[config.mk]
export PLATFORM = sky130hd
export DESIGN_NAME = stream_group_reverser_top_flat
export DESIGN_NICKNAME = d
export VERILOG_FILES = /design/src/rtl/sgr_pkg.sv /design/src/rtl/sgr_ifs.sv /design/src/rtl/sgr_ctrl.sv /design/src/rtl/sgr_datapath.sv /design/src/rtl/stream_group_reverser_top.sv /design/src/flat_wrapper.sv
export SDC_FILE = /design/constraint.sdc
export NUM_CORES = 1
export LEC_CHECK = 0
export ABC_AREA = 0
export BUFFER_PORTS_ARGS = -buffer_cell sky130_fd_sc_hd__buf_2
export CORE_UTILIZATION = 47
export DETAILED_ROUTE_END_ITERATION = 10
export PLACE_DENSITY = 0.74
export SLEW_MARGIN = 40
export SYNTH_ARGS = -nofsm -noshare
export SYNTH_HDL_FRONTEND = slang
export SYNTH_SLANG_ARGS = --single-unit
[constraint.sdc]
create_clock -name clk -period 3.45 [get_ports clk]
set_input_delay 0.69 -clock clk [delete_from_list [all_inputs] [get_ports clk]]
set_output_delay 0.69 -clock clk [all_outputs]
set_load 0.005 [all_outputs]
[src/rtl/sgr_pkg.sv]
package sgr_pkg;

    localparam int MAX_GROUP = 16;
    localparam int DATA_W    = 32;
    localparam int CFG_W     = 5;
    // buffer address and fill count widths
    localparam int ADDR_W    = (MAX_GROUP > 1) ? $clog2(MAX_GROUP) : 1;
    localparam int CNT_W     = $clog2(MAX_GROUP + 1);

    typedef enum logic [1:0] {
        ST_IDLE,
        ST_READ,
        ST_LOAD
    } sgr_state_t;

    // controller -> datapath
    typedef struct packed {
        logic accept;
        logic rd;
        logic load;
    } sgr_cmd_t;

    // datapath -> controller
    typedef struct packed {
        logic emit_need;
        logic out_free;
        logic last_idx;
    } sgr_sts_t;

endpackage

[src/rtl/sgr_ifs.sv]
interface sgr_in_if;
    import sgr_pkg::*;

    logic                     valid;
    logic                     ready;
    logic signed [DATA_W-1:0] value_in;
    logic                     list_last;

    modport source (output valid, output value_in, output list_last, input ready);
    modport sink   (input valid, input value_in, input list_last, output ready);
endinterface

interface sgr_out_if;
    import sgr_pkg::*;

    logic                     valid;
    logic                     ready;
    logic signed [DATA_W-1:0] value_out;
    logic                     run_end;
    logic                     list_end;

    modport source (output valid, output value_out, output run_end, output list_end,
                    input ready);
    modport sink   (input valid, input value_out, input run_end, input list_end,
                    output ready);
endinterface

[src/rtl/sgr_ctrl.sv]
module sgr_ctrl
(
    input  logic              clk,
    input  logic              rst_n,
    input  logic              in_valid,
    output logic              in_ready,
    input  sgr_pkg::sgr_sts_t sts,
    output sgr_pkg::sgr_cmd_t cmd
);
    import sgr_pkg::*;

    sgr_state_t state_reg;
    sgr_state_t state_next;

    always_ff @(posedge clk or negedge rst_n)
    begin
        if (!rst_n)
        begin
            state_reg <= ST_IDLE;
        end
        else
        begin
            state_reg <= state_next;
        end
    end

    always_comb
    begin
        state_next = state_reg;
        in_ready   = 1'b0;
        cmd        = '0;
        case (state_reg)
            ST_IDLE:
            begin
                in_ready = 1'b1;
                if (in_valid)
                begin
                    cmd.accept = 1'b1;
                    if (sts.emit_need)
                    begin
                        state_next = ST_READ;
                    end
                end
            end
            ST_READ:
            begin
                cmd.rd     = 1'b1;
                state_next = ST_LOAD;
            end
            ST_LOAD:
            begin
                if (sts.out_free)
                begin
                    cmd.load   = 1'b1;
                    state_next = sts.last_idx ? ST_IDLE : ST_READ;
                end
            end
            default:
            begin
                state_next = ST_IDLE;
            end
        endcase
    end

    // a read is always followed by a load attempt
    assert property (@(posedge clk) disable iff (!rst_n)
        (state_reg == ST_READ) |=> (state_reg == ST_LOAD))
        else $error("read not followed by load");

    // last load of a run returns to idle
    assert property (@(posedge clk) disable iff (!rst_n)
        (cmd.load && sts.last_idx) |=> (state_reg == ST_IDLE))
        else $error("run end did not return to idle");

    // stalled output holds the controller in load
    assert property (@(posedge clk) disable iff (!rst_n)
        (state_reg == ST_LOAD && !sts.out_free) |=> (state_reg == ST_LOAD))
        else $error("left load while output busy");

endmodule

[src/rtl/sgr_datapath.sv]
module sgr_datapath
(
    input  logic                             clk,
    input  logic                             rst_n,
    input  logic                             cfg_we,
    input  logic [sgr_pkg::CFG_W-1:0]        cfg_data,
    input  logic signed [sgr_pkg::DATA_W-1:0] value_in,
    input  logic                             list_last,
    output logic signed [sgr_pkg::DATA_W-1:0] value_out,
    output logic                             run_end,
    output logic                             list_end,
    output logic                             out_valid,
    input  logic                             out_ready,
    input  sgr_pkg::sgr_cmd_t                cmd,
    output sgr_pkg::sgr_sts_t                sts
);
    import sgr_pkg::*;

    logic [CFG_W-1:0]  group_size_reg;
    logic [CNT_W-1:0]  fill_count_reg;
    logic [CNT_W-1:0]  fill_count_next;
    logic [CNT_W-1:0]  n_reg;
    logic [CNT_W-1:0]  idx_reg;
    logic              fwd_reg;
    logic              last_reg;
    logic              out_valid_reg;

    logic [DATA_W-1:0] mem [MAX_GROUP];
    logic [DATA_W-1:0] rd_data_reg;
    logic signed [DATA_W-1:0] value_out_reg;
    logic              run_end_reg;
    logic              list_end_reg;

    logic [CNT_W-1:0]  eff_k;
    logic [CNT_W-1:0]  n_new;
    logic              full_group;
    logic [CNT_W-1:0]  rd_idx;
    logic              fin;

    // group size zero acts as one, above MAX_GROUP saturates
    always_comb
    begin
        if (group_size_reg == '0)
        begin
            eff_k = CNT_W'(1);
        end
        else if (32'(group_size_reg) > 32'(MAX_GROUP))
        begin
            eff_k = CNT_W'(MAX_GROUP);
        end
        else
        begin
            eff_k = CNT_W'(group_size_reg);
        end
    end

    assign n_new      = fill_count_reg + CNT_W'(1);
    assign full_group = (n_new >= eff_k);
    assign rd_idx     = fwd_reg ? idx_reg : (n_reg - CNT_W'(1) - idx_reg);
    assign fin        = (idx_reg == n_reg - CNT_W'(1));

    assign fill_count_next = full_group || list_last ? '0 : n_new;

    assign sts.emit_need = full_group || list_last;
    assign sts.out_free  = !out_valid_reg || out_ready;
    assign sts.last_idx  = fin;

    always_ff @(posedge clk or negedge rst_n)
    begin
        if (!rst_n)
        begin
            group_size_reg <= CFG_W'(1);
            fill_count_reg <= '0;
            n_reg          <= '0;
            idx_reg        <= '0;
            fwd_reg        <= 1'b0;
            last_reg       <= 1'b0;
            out_valid_reg  <= 1'b0;
        end
        else
        begin
            if (cfg_we)
            begin
                group_size_reg <= cfg_data;
            end
            if (cmd.accept)
            begin
                fill_count_reg <= fill_count_next;
                n_reg          <= n_new;
                idx_reg        <= '0;
                fwd_reg        <= !full_group;
                last_reg       <= list_last;
            end
            else if (cmd.load)
            begin
                idx_reg <= idx_reg + CNT_W'(1);
            end
            if (cmd.load)
            begin
                out_valid_reg <= 1'b1;
            end
            else if (out_ready)
            begin
                out_valid_reg <= 1'b0;
            end
        end
    end

    // group buffer: one write port, one registered read port
    always_ff @(posedge clk)
    begin
        if (cmd.accept)
        begin
            mem[fill_count_reg[ADDR_W-1:0]] <= value_in;
        end
        if (cmd.rd)
        begin
            rd_data_reg <= mem[rd_idx[ADDR_W-1:0]];
        end
    end

    always_ff @(posedge clk)
    begin
        if (cmd.load)
        begin
            value_out_reg <= rd_data_reg;
            run_end_reg   <= fin;
            list_end_reg  <= fin && last_reg;
        end
    end

    assign value_out = value_out_reg;
    assign run_end   = run_end_reg;
    assign list_end  = list_end_reg;
    assign out_valid = out_valid_reg;

    assert property (@(posedge clk) disable iff (!rst_n)
        fill_count_reg < CNT_W'(MAX_GROUP))
        else $error("fill count out of range");

    assert property (@(posedge clk) disable iff (!rst_n)
        cmd.load |-> (idx_reg < n_reg))
        else $error("load past end of run");

    assert property (@(posedge clk) disable iff (!rst_n)
        (cmd.accept && sts.emit_need) |=> (fill_count_reg == '0))
        else $error("buffer not emptied after run");

endmodule

[src/rtl/stream_group_reverser_top.sv]
// An item that completes a run is written to the group buffer; each result is then
//   read from it (read state) and moved to the output register (load state), waiting
//   while the output is full. An item that causes no result leaves the input ready;
//   one that ends a run of n values holds it until all n are loaded, one read at a time.
// Reset (rst_n, async, active low): group size 1, buffer empty, output empty.
//   Buffer contents are not cleared; only entries written for the current group are read.
module stream_group_reverser_top
(
    input  logic                      clk,
    input  logic                      rst_n,
    input  logic                      cfg_we,
    input  logic [sgr_pkg::CFG_W-1:0] cfg_data,
    sgr_in_if.sink                    in_ch,
    sgr_out_if.source                 out_ch
);
    import sgr_pkg::*;

    // command/status bundle between controller and datapath
    sgr_cmd_t cmd;
    sgr_sts_t sts;

    // Controller: idle takes an item (writes it into the buffer), then walks
    // read -> load per result until the run is out. The input is only ready
    // in idle, but the output register lets a final result wait while the
    // next item is already taken.
    sgr_ctrl u_ctrl
    (
        .clk      (clk),
        .rst_n    (rst_n),
        .in_valid (in_ch.valid),
        .in_ready (in_ch.ready),
        .sts      (sts),
        .cmd      (cmd)
    );

    // Datapath: group size register, fill count, 16-entry buffer, run index
    // (reversed for a full group, arrival order for a partial list end) and
    // the output register.
    sgr_datapath u_dp
    (
        .clk       (clk),
        .rst_n     (rst_n),
        .cfg_we    (cfg_we),
        .cfg_data  (cfg_data),
        .value_in  (in_ch.value_in),
        .list_last (in_ch.list_last),
        .value_out (out_ch.value_out),
        .run_end   (out_ch.run_end),
        .list_end  (out_ch.list_end),
        .out_valid (out_ch.valid),
        .out_ready (out_ch.ready),
        .cmd       (cmd),
        .sts       (sts)
    );

endmodule
[src/flat_wrapper.sv]
// flat-port wrapper written by rule: the top's interface ports become plain ports
module stream_group_reverser_top_flat import sgr_pkg::*;
  (clk, rst_n, cfg_we, cfg_data, in_ch_valid, in_ch_value_in, in_ch_list_last, in_ch_ready, out_ch_valid, out_ch_value_out, out_ch_run_end, out_ch_list_end, out_ch_ready);
  sgr_in_if in_ch_i ();
  sgr_out_if out_ch_i ();
  input  logic clk;
  input  logic rst_n;
  input  logic cfg_we;
  input  logic [sgr_pkg::CFG_W-1:0] cfg_data;
  input wire logic [$bits(in_ch_i.valid)-1:0] in_ch_valid;
  input wire logic [$bits(in_ch_i.value_in)-1:0] in_ch_value_in;
  input wire logic [$bits(in_ch_i.list_last)-1:0] in_ch_list_last;
  output wire logic [$bits(in_ch_i.ready)-1:0] in_ch_ready;
  output wire logic [$bits(out_ch_i.valid)-1:0] out_ch_valid;
  output wire logic [$bits(out_ch_i.value_out)-1:0] out_ch_value_out;
  output wire logic [$bits(out_ch_i.run_end)-1:0] out_ch_run_end;
  output wire logic [$bits(out_ch_i.list_end)-1:0] out_ch_list_end;
  input wire logic [$bits(out_ch_i.ready)-1:0] out_ch_ready;
  assign in_ch_i.valid = in_ch_valid;
  assign in_ch_i.value_in = in_ch_value_in;
  assign in_ch_i.list_last = in_ch_list_last;
  assign in_ch_ready = in_ch_i.ready;
  assign out_ch_valid = out_ch_i.valid;
  assign out_ch_value_out = out_ch_i.value_out;
  assign out_ch_run_end = out_ch_i.run_end;
  assign out_ch_list_end = out_ch_i.list_end;
  assign out_ch_i.ready = out_ch_ready;
  stream_group_reverser_top u_core (.clk(clk), .rst_n(rst_n), .cfg_we(cfg_we), .cfg_data(cfg_data), .in_ch(in_ch_i), .out_ch(out_ch_i));
endmodule
==> metrics.yaml <==
status:
  status: "finished clean"
timing:
  finalCriticalPeriod_ns: 3.36
  final_critical_path_setup_slack_ns: 0.0935
  rsz0062_at_grt: "false"
  finalSetupTns_ns: 0
  maxSlewViolCount: 0
  fmax_ghz: 0.298
  report.final.setup_viol: 0
  fin_crit_sh_pct: 97.3
  worst_pin_slew_ns: 0.786
  relSlewSlack_pct: 47.5
  finClkSkew_ns: 0.0160
  hold_violations: 0
global_routing:
  grt_max_degree: 89
  antenna_found_initial: 3
  grt_use_total_pct: 22.1
  grt_pass1_wl_mm: 84.0
  grt_overflow: 0
  grt_pass1_vias: 13500
setup_path:
  rrSetupSlack_ns: 0.09
  worstReg2RegStart: "u_core.u_dp.n_reg[0]"
  worstPathRequired_ns: 3.93
  crit_path_cell_trace: "inv_1 -> ha_1 -> fa_1 -> xnor2_1 -> buf_4 -> a32oi_4 -> buf_12 -> a211oi_1 -> a2111oi_0 -> mux2_2"
  crit_buf_inv: 3
  startpoint_type: "register"
  slowest_delay_ns: 0.53
  cp-end-kind: "register"
  regToRegEndpoint: "u_core.u_dp.rd_data_reg[30]"
  path_class: "reg2reg"
  ff2ff_path_depth: 10
  cp_max_fo: 24
  path_delay_family: "compound AO/OA/AOI/OAI gates"
  crit_slowest_cell: "a2111oi_0"
  cp.arrival_ns: 3.84
clock_tree:
  cts_hold_buf: 0
  cts_buffers: 58
  clock-sinks: 603
  cts_tree: "yes"
  cts.reportedPaths.clkPinSlew_ns: 0.07
  cts-resized-gates: 2
  htreeDepth: 2
  insertion_delay_ns: 0.61
  clockRootBuffer: "clkbuf_16"
  cts_setup_buffers: 0
  clockBufferDepth: 3
die:
  die_y_um: 227
  start_util_pct: 47.5
  die_width_um: 227
  io_pins: 79
  dieArea_mm2: 0.0515
  rows: 82
  core_mm2: 0.0501
finish:
  syn2layout_area_growth_pct: 14.9
  fill_cells: 3854
  drive_gt1_share_pct: 18.7
  largest_reg_flops: 512
  final_nets: 1568
place:
  place_congestion: 0.790
  place_ws_ns: 0.0302
  hpwlAfterDp_mm: 30.5
  io_buffers: 78
detailed_routing:
  drt_iter0_drc: 1461
  vias: 13500
  ant_nets: 0
  drt-total-wl_mm: 56.2
  viasPerCell: 6.07
  routedWlPerCell_um: 25.2
  drc: 0
  drt_first_pass_iters: 5
power:
  peakVddDrop_mv: 1.21
  leakagePower_uw: 0.00951
  power.density_mw_per_mm2: 984
worst_hold_path:
  hold_class: "in2async"
yosys:
  ys_ff_latch: 603
  yosys-top-cells-count: "edfxtp_1 (578), and3_1 (197), a211oi_1 (192), mux2i_1 (65), a2111oi_0 (64)"
  netlist_area_mm2: 0.0238
  synth_top_area_share_pct: 73.0
  async_flop_share_pct: 4.15
  yosysMostFrequentCell: "edfxtp_1"
  ys_seq_area_share_pct: 75.6
  synth_edf_count: 578
  post-synth-top-area-cell: "edfxtp_1"
  yosys_warnings: 0
  synthFlopType: "edfxtp_1"
  syn_area_per_cell_um2: 16.8
  ys_top_cells_by_area: "edfxtp_1 (73%), a211oi_1 (6.1%), and3_1 (5.2%)"
  syn_nets: 1473
  syn_inst: 1415
  yosysUniqueCellTypes: 46
flow_run:
  cap_violations: 0
==> cell type report <==
cell class	count	area, um^2	area share (%)
timing repair buffer	141	1160	4.26
sequential	603	18000	65.8
clock inverter	34	335	1.23
clock buffer	73	1530	5.60
multi-input combinational	697	5430	19.9
antenna	1	2.50	0.00916
tap	672	841	3.08
inverter	9	33.8	0.124
==> worst register-to-register path: stages, from the launching register on <==
cell,delay [ns]
dfrtp_1,0.39
inv_1,0.07
ha_1,0.32
fa_1,0.50
xnor2_1,0.18
buf_4,0.17
a32oi_4,0.42
buf_12,0.29
a211oi_1,0.09
a2111oi_0,0.53
mux2_2,0.28
==> worst max-delay path by stage <==
stage / startpoint / end / slack (ns) / depth (start not counted)
after floorplan: in_ch_valid / u_core.u_dp.mem[3][0] / 0.64 / 4
after global placement: u_core.u_dp.n_reg[0] / u_core.u_dp.rd_data_reg[3] / 0.1 / 10
after detailed placement: u_core.u_dp.n_reg[0] / u_core.u_dp.rd_data_reg[21] / 0.03 / 10
after CTS: u_core.u_dp.n_reg[0] / u_core.u_dp.rd_data_reg[30] / 0.05 / 10
after global routing: u_core.u_dp.n_reg[0] / u_core.u_dp.rd_data_reg[29] / 0.002 / 11
final: u_core.u_dp.n_reg[0] / u_core.u_dp.rd_data_reg[30] / 0.09 / 10
==> where the power goes <==
group | internal [uW] | switching (uW) | total, uW
sequential | 9160 | 312 | 9480
combinational | 4380 | 6740 | 11100
clock | 3640 | 2650 | 6290
total | 17200 | 9700 | 26900
==> logic make-up (layout without fill, tap and decap cells) <==
kind of cell    after synthesis  in the layout  share of synthesized area (%)
other cells                   0              1                              0
buf+inv                     115            257                           2.18
mux                         102            102                           4.50
simple gates                277            277                           6.81
xor+xnor                     15             15                          0.584
flops                       603            603                           75.6
compound gates              288            288                           9.47
fa+ha+maj                    15             15                          0.821
==> through the flow <==
stage	cells	hold slack, ns	total power, uW	cell area, um^2	utilization, %
final	2230	0.0631	26900	27300	54.6
after global routing	2230	0.108	28100	27300	54.6
after CTS	2229	0.0656	26800	27300	54.5
after detailed placement	2122	0.405	20500	25400	50.8
after global placement	2122	0.403	20200	25400	50.8
after floorplan	1415	0.394	16400	23800	-
==> layer usage <==
| layer | track usage, % | up-vias | wire length [um] |
|---|---|---|---|
| met5 | 0 | - | 28 |
| met4 | 8.90 | 4 | 1890 |
| met3 | 3.33 | 126 | 3950 |
| met2 | 35.2 | 572 | 26700 |
| met1 | 30.7 | 6893 | 23700 |
| li1 | - | 5946 | - |
==> cell usage in the layout (no fill, tap or decap), types with 14 or more instances in the layout <==
master,netlist,final
buf_4,8,39
mux2i_1,65,65
clkbuf_1,61,14
mux2_2,36,36
buf_12,0,24
a2111oi_0,64,57
a211oi_1,192,192
buf_2,32,78
clkbuf_16,0,59
ha_1,14,14
and3_1,197,193
nand2_1,24,22
nor2_1,16,15
dfrtp_1,24,24
edfxtp_1,578,578
clkinv_1,0,14
No activity file was read; power rests on OpenSTA's default activity.
